==> src/rtl/umpq_pkg.sv <==
// ----------------------------------------------------------------------------
// umpq_pkg: shared types and constants for the max priority queue
// Operation and status codes, field widths and default capacity.
// ----------------------------------------------------------------------------
package umpq_pkg;

   localparam int DATA_W           = 32;
   localparam int COUNT_OUT_W      = 5;
   localparam int DEFAULT_CAPACITY = 16;

   typedef logic signed [DATA_W-1:0]  value_type;
   typedef logic [COUNT_OUT_W-1:0]    count_out_type;

   typedef enum logic {
      OP_PUSH = 1'b0,
      OP_POP  = 1'b1
   } op_type;

   typedef enum logic [1:0] {
      ST_OK    = 2'd0,
      ST_EMPTY = 2'd1,
      ST_FULL  = 2'd2
   } status_type;

endpackage

==> src/rtl/umpq_if.sv <==
// ----------------------------------------------------------------------------
// umpq_if: request and response channels of the max priority queue
// Valid/ready channels; a transaction completes when both are high.
// ----------------------------------------------------------------------------
interface umpq_req_if;
   logic                valid;
   logic                ready;
   logic                op;
   umpq_pkg::value_type push_value;

   modport source (output valid, output op, output push_value, input ready);
   modport sink   (input valid, input op, input push_value, output ready);
endinterface

interface umpq_rsp_if;
   logic                    valid;
   logic                    ready;
   umpq_pkg::value_type     removed_value;
   umpq_pkg::value_type     top_value;
   logic                    top_valid;
   umpq_pkg::count_out_type entry_count;
   logic [1:0]              status;

   modport source (output valid, output removed_value, output top_value,
                   output top_valid, output entry_count, output status,
                   input ready);
   modport sink   (input valid, input removed_value, input top_value,
                   input top_valid, input entry_count, input status,
                   output ready);
endinterface

==> src/rtl/unsorted_max_priority_queue.sv <==
// ----------------------------------------------------------------------------
// unsorted_max_priority_queue: max priority queue over an unsorted store
// Entries are kept packed in slots 0..count-1 of a single-port-read memory.
// The current maximum is cached; a pop refills the freed slot with the last
// entry and rescans the store through one shared signed comparator.
// ----------------------------------------------------------------------------
//  channel  | direction | payload
//  ---------+-----------+-------------------------------------------------------
//  req_if   | in        | op, push_value
//  rsp_if   | out       | removed_value, top_value, top_valid, entry_count, status
//
//  Push, empty pop and full push: result valid right after the accepting edge.
//  Pop: S_MOVE_RD and S_MOVE_WR refill the freed slot, then S_SCAN rescans the
//  entries left before S_RESP; one memory read per cycle feeds the comparator.
//  Reset clears count, state and the issue and top-valid flags only; memory contents need no clearing.
//  req_if.ready is high only when idle and out of reset; a stalled response
//  holds the block.
// ----------------------------------------------------------------------------
module unsorted_max_priority_queue #(
   parameter int CAPACITY = umpq_pkg::DEFAULT_CAPACITY
) (
   input  logic      clock,
   input  logic      reset,
   umpq_req_if.sink   req_if,
   umpq_rsp_if.source rsp_if
);
   import umpq_pkg::*;

   localparam int IDX_W = $clog2(CAPACITY);
   localparam int CNT_W = $clog2(CAPACITY + 1);

   typedef enum logic [4:0] {
      S_IDLE    = 5'b00001,
      S_MOVE_RD = 5'b00010,
      S_MOVE_WR = 5'b00100,
      S_SCAN    = 5'b01000,
      S_RESP    = 5'b10000
   } state_type;

   state_type            state_ff, state_in;
   logic [CNT_W-1:0]     count_ff, count_in;
   logic [CNT_W-1:0]     scan_ptr_ff, scan_ptr_in;
   logic                 issue_ff, issue_in;
   logic                 top_ok_ff, top_ok_in;
   value_type            top_val_ff, top_val_in;
   logic [IDX_W-1:0]     top_idx_ff, top_idx_in;
   value_type            removed_ff, removed_in;
   status_type           status_ff, status_in;

   value_type            mem [CAPACITY];
   value_type            rd_data_ff;
   logic [IDX_W-1:0]     rd_idx_ff;
   logic [IDX_W-1:0]     rd_addr;
   logic                 mem_we;
   logic [IDX_W-1:0]     mem_waddr;
   value_type            mem_wdata;

   logic [CNT_W-1:0]     cnt_dec;
   logic [CNT_W+COUNT_OUT_W-1:0] count_ext;

   value_type            cmp_a;
   logic                 cmp_gt;

   assign cnt_dec = count_ff - 1'b1;

   // shared signed comparator: scanned entry in S_SCAN, pushed value otherwise
   assign cmp_a  = (state_ff == S_SCAN) ? rd_data_ff : req_if.push_value;
   assign cmp_gt = (cmp_a > top_val_ff);

   always_comb begin
      state_in    = state_ff;
      count_in    = count_ff;
      scan_ptr_in = scan_ptr_ff;
      issue_in    = 1'b0;
      top_ok_in   = top_ok_ff;
      top_val_in  = top_val_ff;
      top_idx_in  = top_idx_ff;
      removed_in  = removed_ff;
      status_in   = status_ff;
      rd_addr     = '0;
      mem_we      = 1'b0;
      mem_waddr   = '0;
      mem_wdata   = '0;

      unique case (state_ff)
         S_IDLE: begin
            if (req_if.valid) begin
               removed_in = '0;
               status_in  = ST_OK;
               if (req_if.op == OP_POP) begin
                  if (count_ff == '0) begin
                     status_in = ST_EMPTY;
                     state_in  = S_RESP;
                  end else begin
                     removed_in = top_val_ff;
                     state_in   = S_MOVE_RD;
                  end
               end else if (count_ff == CNT_W'(CAPACITY)) begin
                  status_in = ST_FULL;
                  state_in  = S_RESP;
               end else begin
                  mem_we    = 1'b1;
                  mem_waddr = count_ff[IDX_W-1:0];
                  mem_wdata = req_if.push_value;
                  count_in  = count_ff + 1'b1;
                  if (!top_ok_ff || cmp_gt) begin
                     top_ok_in  = 1'b1;
                     top_val_in = req_if.push_value;
                     top_idx_in = count_ff[IDX_W-1:0];
                  end
                  state_in = S_RESP;
               end
            end
         end
         S_MOVE_RD: begin
            // fetch the last entry to refill the freed slot
            rd_addr  = cnt_dec[IDX_W-1:0];
            state_in = S_MOVE_WR;
         end
         S_MOVE_WR: begin
            mem_we      = 1'b1;
            mem_waddr   = top_idx_ff;
            mem_wdata   = rd_data_ff;
            count_in    = cnt_dec;
            top_ok_in   = 1'b0;
            scan_ptr_in = '0;
            state_in    = S_SCAN;
         end
         S_SCAN: begin
            // read slot ptr this cycle, compare the slot read last cycle
            if (issue_ff && (!top_ok_ff || cmp_gt)) begin
               top_ok_in  = 1'b1;
               top_val_in = rd_data_ff;
               top_idx_in = rd_idx_ff;
            end
            if (scan_ptr_ff != count_ff) begin
               rd_addr     = scan_ptr_ff[IDX_W-1:0];
               issue_in    = 1'b1;
               scan_ptr_in = scan_ptr_ff + 1'b1;
            end else if (!issue_ff) begin
               state_in = S_RESP;
            end
         end
         S_RESP: begin
            if (rsp_if.ready) begin
               state_in = S_IDLE;
            end
         end
         default: begin
            state_in = S_IDLE;
         end
      endcase
   end

   always_ff @(posedge clock) begin
      if (reset) begin
         state_ff  <= S_IDLE;
         count_ff  <= '0;
         issue_ff  <= 1'b0;
         top_ok_ff <= 1'b0;
      end else begin
         state_ff  <= state_in;
         count_ff  <= count_in;
         issue_ff  <= issue_in;
         top_ok_ff <= top_ok_in;
      end
   end

   always_ff @(posedge clock) begin
      scan_ptr_ff <= scan_ptr_in;
      top_val_ff  <= top_val_in;
      top_idx_ff  <= top_idx_in;
      removed_ff  <= removed_in;
      status_ff   <= status_in;
   end

   always_ff @(posedge clock) begin
      if (mem_we) begin
         mem[mem_waddr] <= mem_wdata;
      end
      rd_data_ff <= mem[rd_addr];
      rd_idx_ff  <= rd_addr;
   end

   assign count_ext = {{COUNT_OUT_W{1'b0}}, count_ff};

   assign req_if.ready         = (state_ff == S_IDLE) && !reset;
   assign rsp_if.valid         = (state_ff == S_RESP);
   assign rsp_if.removed_value = removed_ff;
   assign rsp_if.top_value     = top_ok_ff ? top_val_ff : '0;
   assign rsp_if.top_valid     = top_ok_ff;
   assign rsp_if.entry_count   = count_ext[COUNT_OUT_W-1:0];
   assign rsp_if.status        = status_ff;

endmodule

==> src/flat_wrapper.sv <==
// flat-port wrapper written by rule: the top's interface ports become plain ports
module unsorted_max_priority_queue_flat import umpq_pkg::*;
#(
   parameter int CAPACITY = umpq_pkg::DEFAULT_CAPACITY
)
  (clock, reset, req_if_valid, req_if_op, req_if_push_value, req_if_ready, rsp_if_valid, rsp_if_removed_value, rsp_if_top_value, rsp_if_top_valid, rsp_if_entry_count, rsp_if_status, rsp_if_ready);
  umpq_req_if req_if_i ();
  umpq_rsp_if rsp_if_i ();
  input  logic clock;
  input  logic reset;
  input wire logic [$bits(req_if_i.valid)-1:0] req_if_valid;
  input wire logic [$bits(req_if_i.op)-1:0] req_if_op;
  input wire logic [$bits(req_if_i.push_value)-1:0] req_if_push_value;
  output wire logic [$bits(req_if_i.ready)-1:0] req_if_ready;
  output wire logic [$bits(rsp_if_i.valid)-1:0] rsp_if_valid;
  output wire logic [$bits(rsp_if_i.removed_value)-1:0] rsp_if_removed_value;
  output wire logic [$bits(rsp_if_i.top_value)-1:0] rsp_if_top_value;
  output wire logic [$bits(rsp_if_i.top_valid)-1:0] rsp_if_top_valid;
  output wire logic [$bits(rsp_if_i.entry_count)-1:0] rsp_if_entry_count;
  output wire logic [$bits(rsp_if_i.status)-1:0] rsp_if_status;
  input wire logic [$bits(rsp_if_i.ready)-1:0] rsp_if_ready;
  assign req_if_i.valid = req_if_valid;
  assign req_if_i.op = req_if_op;
  assign req_if_i.push_value = req_if_push_value;
  assign req_if_ready = req_if_i.ready;
  assign rsp_if_valid = rsp_if_i.valid;
  assign rsp_if_removed_value = rsp_if_i.removed_value;
  assign rsp_if_top_value = rsp_if_i.top_value;
  assign rsp_if_top_valid = rsp_if_i.top_valid;
  assign rsp_if_entry_count = rsp_if_i.entry_count;
  assign rsp_if_status = rsp_if_i.status;
  assign rsp_if_i.ready = rsp_if_ready;
  unsorted_max_priority_queue #(.CAPACITY(CAPACITY)) u_core (.clock(clock), .reset(reset), .req_if(req_if_i), .rsp_if(rsp_if_i));
endmodule
==> config.mk <==
export PLATFORM = sky130hd
export DESIGN_NAME = unsorted_max_priority_queue_flat
export DESIGN_NICKNAME = d
export VERILOG_FILES = /design/src/rtl/umpq_pkg.sv /design/src/rtl/umpq_if.sv /design/src/rtl/unsorted_max_priority_queue.sv /design/src/flat_wrapper.sv
export SDC_FILE = /design/constraint.sdc
export NUM_CORES = 1
export LEC_CHECK = 0
export BUFFER_PORTS_ARGS = -buffer_cell sky130_fd_sc_hd__buf_2
export CAP_MARGIN = 20
export CORE_MARGIN = 2
export CORE_UTILIZATION = 30
export CTS_BUF_LIST = sky130_fd_sc_hd__clkbuf_8 sky130_fd_sc_hd__clkbuf_16
export CTS_CLUSTER_SIZE = 16
export DETAILED_ROUTE_END_ITERATION = 8
export GPL_TIMING_DRIVEN = 1
export HOLD_SLACK_MARGIN = 0.12
export PLACE_DENSITY = 0.55
export SYNTH_ARGS = -nofsm -noshare
export SYNTH_HDL_FRONTEND = slang
export SYNTH_SLANG_ARGS = --single-unit
==> constraint.sdc <==
create_clock -name clock -period 4.8 [get_ports clock]
set_input_delay 0.48 -clock clock [delete_from_list [all_inputs] [get_ports clock]]
set_output_delay 0.48 -clock clock [all_outputs]
set_load 0.05 [all_outputs]
==> metrics.txt <==
status=complete, no violations; crit path time final=~4.1 ns; # port buffers=110; delay-heaviest family, CP=compound AO/OA/AOI/OAI gates; WP data required=5.11 ns; area grow syn2layout=16.1%; Final Max Slew Viols=0; sequential-to-total area share from yosys stat=between 70% and 80%; vias per inst=between 5 and 6; syn_area_per_cell=about 13 um^2; vias in the first global route=16377; Rows=around 110; drt initial violations=1423; Layout Nets=2141; Pre-antenna DRT Iters=5; Syn Std Cell Area=approximately 0.026 mm^2; Final Power=13.8 mW; CTS sink count=about 640; Synth Area in Compound Gates=between 10% and 20%; initial antenna violation count=1; CTS tree=yes; largest net degree at the start of global routing=between 100 and 150; setup violators final=0; Max Root-Sink Buffers=3; first-pass GRT wire length=108000 um; initial core utilization=30.3%; Min-Delay Path Class=input pin to register; Total GRT Usage=16.1%; max-cap violations=0; CP max stage cell=a31oi_4; final WL=73700 um; final hold vios=0; Synth Register Bits=635; Synth cell types=55; RSZ-0062 raised after global routing=no; Post-synth EDFFs=587; CP Capture Type=register; Post-CTS Resized=0; worst-path cell chain=nor3_2 -> nand3b_1 -> buf_12 -> nand2_1 -> nand2_1 -> ha_1 -> a211oi_1 -> o21ai_0 -> a221o_1 -> nand2_1 -> o211ai_1 -> a211oi_1 -> mux2i_1 -> a31oi_4 -> buf_16; kind of critical path=register to register; Die ar.=0.0902 mm^2; WP data arrival=4.43 ns; DR WL/cell=about 22 um; Fillers=8375; Via Count=16870; post-CTS setup buffers=0; CTS Buf Count=68; syn_nets=slightly above 2000; Ports=between 100 and 150; Worst-path clk slew=0.05 ns; post-synthesis mux area share=0.0760%; r2r setup slk=0.68 ns; Setup Skew=0.0271 ns; biggest fanout along the worst timing path=33; die height=300 um; Diodes inserted=0; Slew headroom=24.2%; Overflow after GRT=0; # hold bufs at CTS=0; yosys warns=0; clock latency on the worst-skew pair=0.60 ns; core area=0.0869 mm^2; Synth Instances=1977; Final ANT Viol Nets=0; total negative slack=0 ns; Main synth FF type=edfxtp_1; htree depth=3; XOR/XNOR Fraction of Synth Area=0.489%; Synth Area in Adders=1.71%; Power Density=roughly 450 mW/mm^2; CP most frequent cell=nand2_1; peak supply drop=around 0.41 mV; largest family of logic cells by synthesized area=simple AND/OR/NAND/NOR gates; GPL Wtd Cong=approximately 0.8; Least-Margin Pin Slew=1.14 ns; simple-gate share of the synthesized area=12.1%; hpwl dp=43000 um; type of origin of the critical path=register; DRC viols=0; Buf/Inv on CP=2; ratio of cells with drive above 1 in the final layout=15.7%; Clk Tree Root Cell=clkbuf_16; asr flop ratio synth=0%; fmax=0.243 GHz; leakage power=10.9 nW; DIE WIDTH=300 um; slowest cell delay on critical path=between 0.6 and 0.7 ns; final period utilization=85.8%
==> Yosys cell counts (all sizes together) (2+ instances only) <==
cell	count	area [um^2]
mux2i	2	20.0
dfxtp	48	961
a22o	32	280
nand2b	7	51.3
nor3	44	235
buf	71	423
ha	36	450
a211oi	131	1160
and3	129	807
a22oi	67	503
nor2b	2	12.5
o211ai	3	27.5
xor2	2	17.5
xnor2	11	111
o21a	4	31.3
a21oi	11	58.8
o21ai	11	55.1
inv	41	154
and2	37	234
nor2	49	184
nand3b	4	30.0
edfxtp	587	17600
nand4	7	43.8
a31oi	132	826
nand3	8	45.0
o22ai	3	18.8
clkbuf	72	277
a21o	10	75.1
nand2	404	1520
==> logic make-up after synthesis <==
logic type               count (synthesis)
XOR/XNOR                                13
buffers and inverters                  185
multiplexers                             2
adder cells (fa/ha/maj)                 36
AO/OA/AOI/OAI                          411
flip-flops                             635
AND/OR/NAND/NOR                        695
==> power by group <==
| part | switching [mW] | total (mW) | internal, mW |
|---|---|---|---|
| Clock | 2.10 | 5.18 | 3.08 |
| Sequential | 0.176 | 6.65 | 6.48 |
| Combinational | 1.45 | 1.95 | 0.502 |
| Total | 3.72 | 13.8 | 10.1 |
==> worst paths after layout <==
| path | startpoint | end | cells past startpoint |
|---|---|---|---|
| setup / recovery | u_core.state_ff[4] | u_core.top_val_ff[7] | 15 |
| hold / removal | rsp_if_ready | u_core.state_ff[4] | 3 |
| setup reg to reg | u_core.state_ff[4] | u_core.top_val_ff[7] | 15 |
| hold reg to reg | u_core.rsp_if.top_valid | u_core.rsp_if.top_valid | 2 |
==> per-layer routing <==
metal  vias up  global-route usage [%]  routed length [um]
li1       7656                       -                   -
met1      8449                    21.9               31800
met2       653                    25.5               34100
met3       110                    3.41                6060
met4         2                    5.37                1770
met5         -                       0                  13
==> area by class of cell <==
class	count	area [um^2]	area share (%)
clock inverter	46	350	1.15
clock buffer	77	1860	6.08
sequential	635	18600	60.8
timing repair buffer	164	1080	3.55
multi-input combinational	1157	7070	23.1
inverter	42	165	0.540
tap	1155	1450	4.73
==> layout by cell type (no fill, tap or decap), types with 12 or more instances in the layout <==
cell,netlist,layout
edfxtp_1,587,587
nand2_1,404,404
a31oi_1,132,131
and3_1,129,128
buf_2,53,110
a211oi_1,96,96
clkbuf_16,0,71
a22oi_1,67,67
inv_1,40,58
dfxtp_1,48,48
buf_4,8,44
nor3_1,41,37
ha_1,36,36
and2_1,36,35
a211oi_2,35,35
a22o_1,32,32
nor2_1,49,31
nor2_4,0,17
clkinv_1,1,12
==> state kept, by name, summed over array words and instances, names as in the netlist <==
register / count
u_core.top_val_ff: 32
u_core.top_idx_ff: 4
u_core.scan_ptr_ff: 5
u_core.rd_idx_ff: 4
u_core.mem: 512
u_core.rsp_if.top_valid: 1
u_core.issue_ff: 1
u_core.state_ff: 5
u_core.rsp_if.removed_value: 32
u_core.rd_data_ff: 32
u_core.rsp_if.entry_count: 5
u_core.rsp_if.status: 2
==> through the flow <==
stage               hold WS, ns  instances  instance area, um^2  setup WS [ns]  util, %
detailed placement        0.493       3152                28300          0.720     32.6
global route              0.210       3276                30600          0.418     35.2
CTS                       0.187       3275                30500          0.709     35.2
floorplan                 0.467       1977                26300          0.184        -
global placement          0.487       3151                28300          0.589     32.6
finish                    0.210       3276                30600          0.679     35.2
==> worst min-delay path, stage by stage <==
cell	delay [ns]
buf_2	0.07
or2_2	0.12
a21oi_1	0.07
Power figures use the tool's default switching activity.
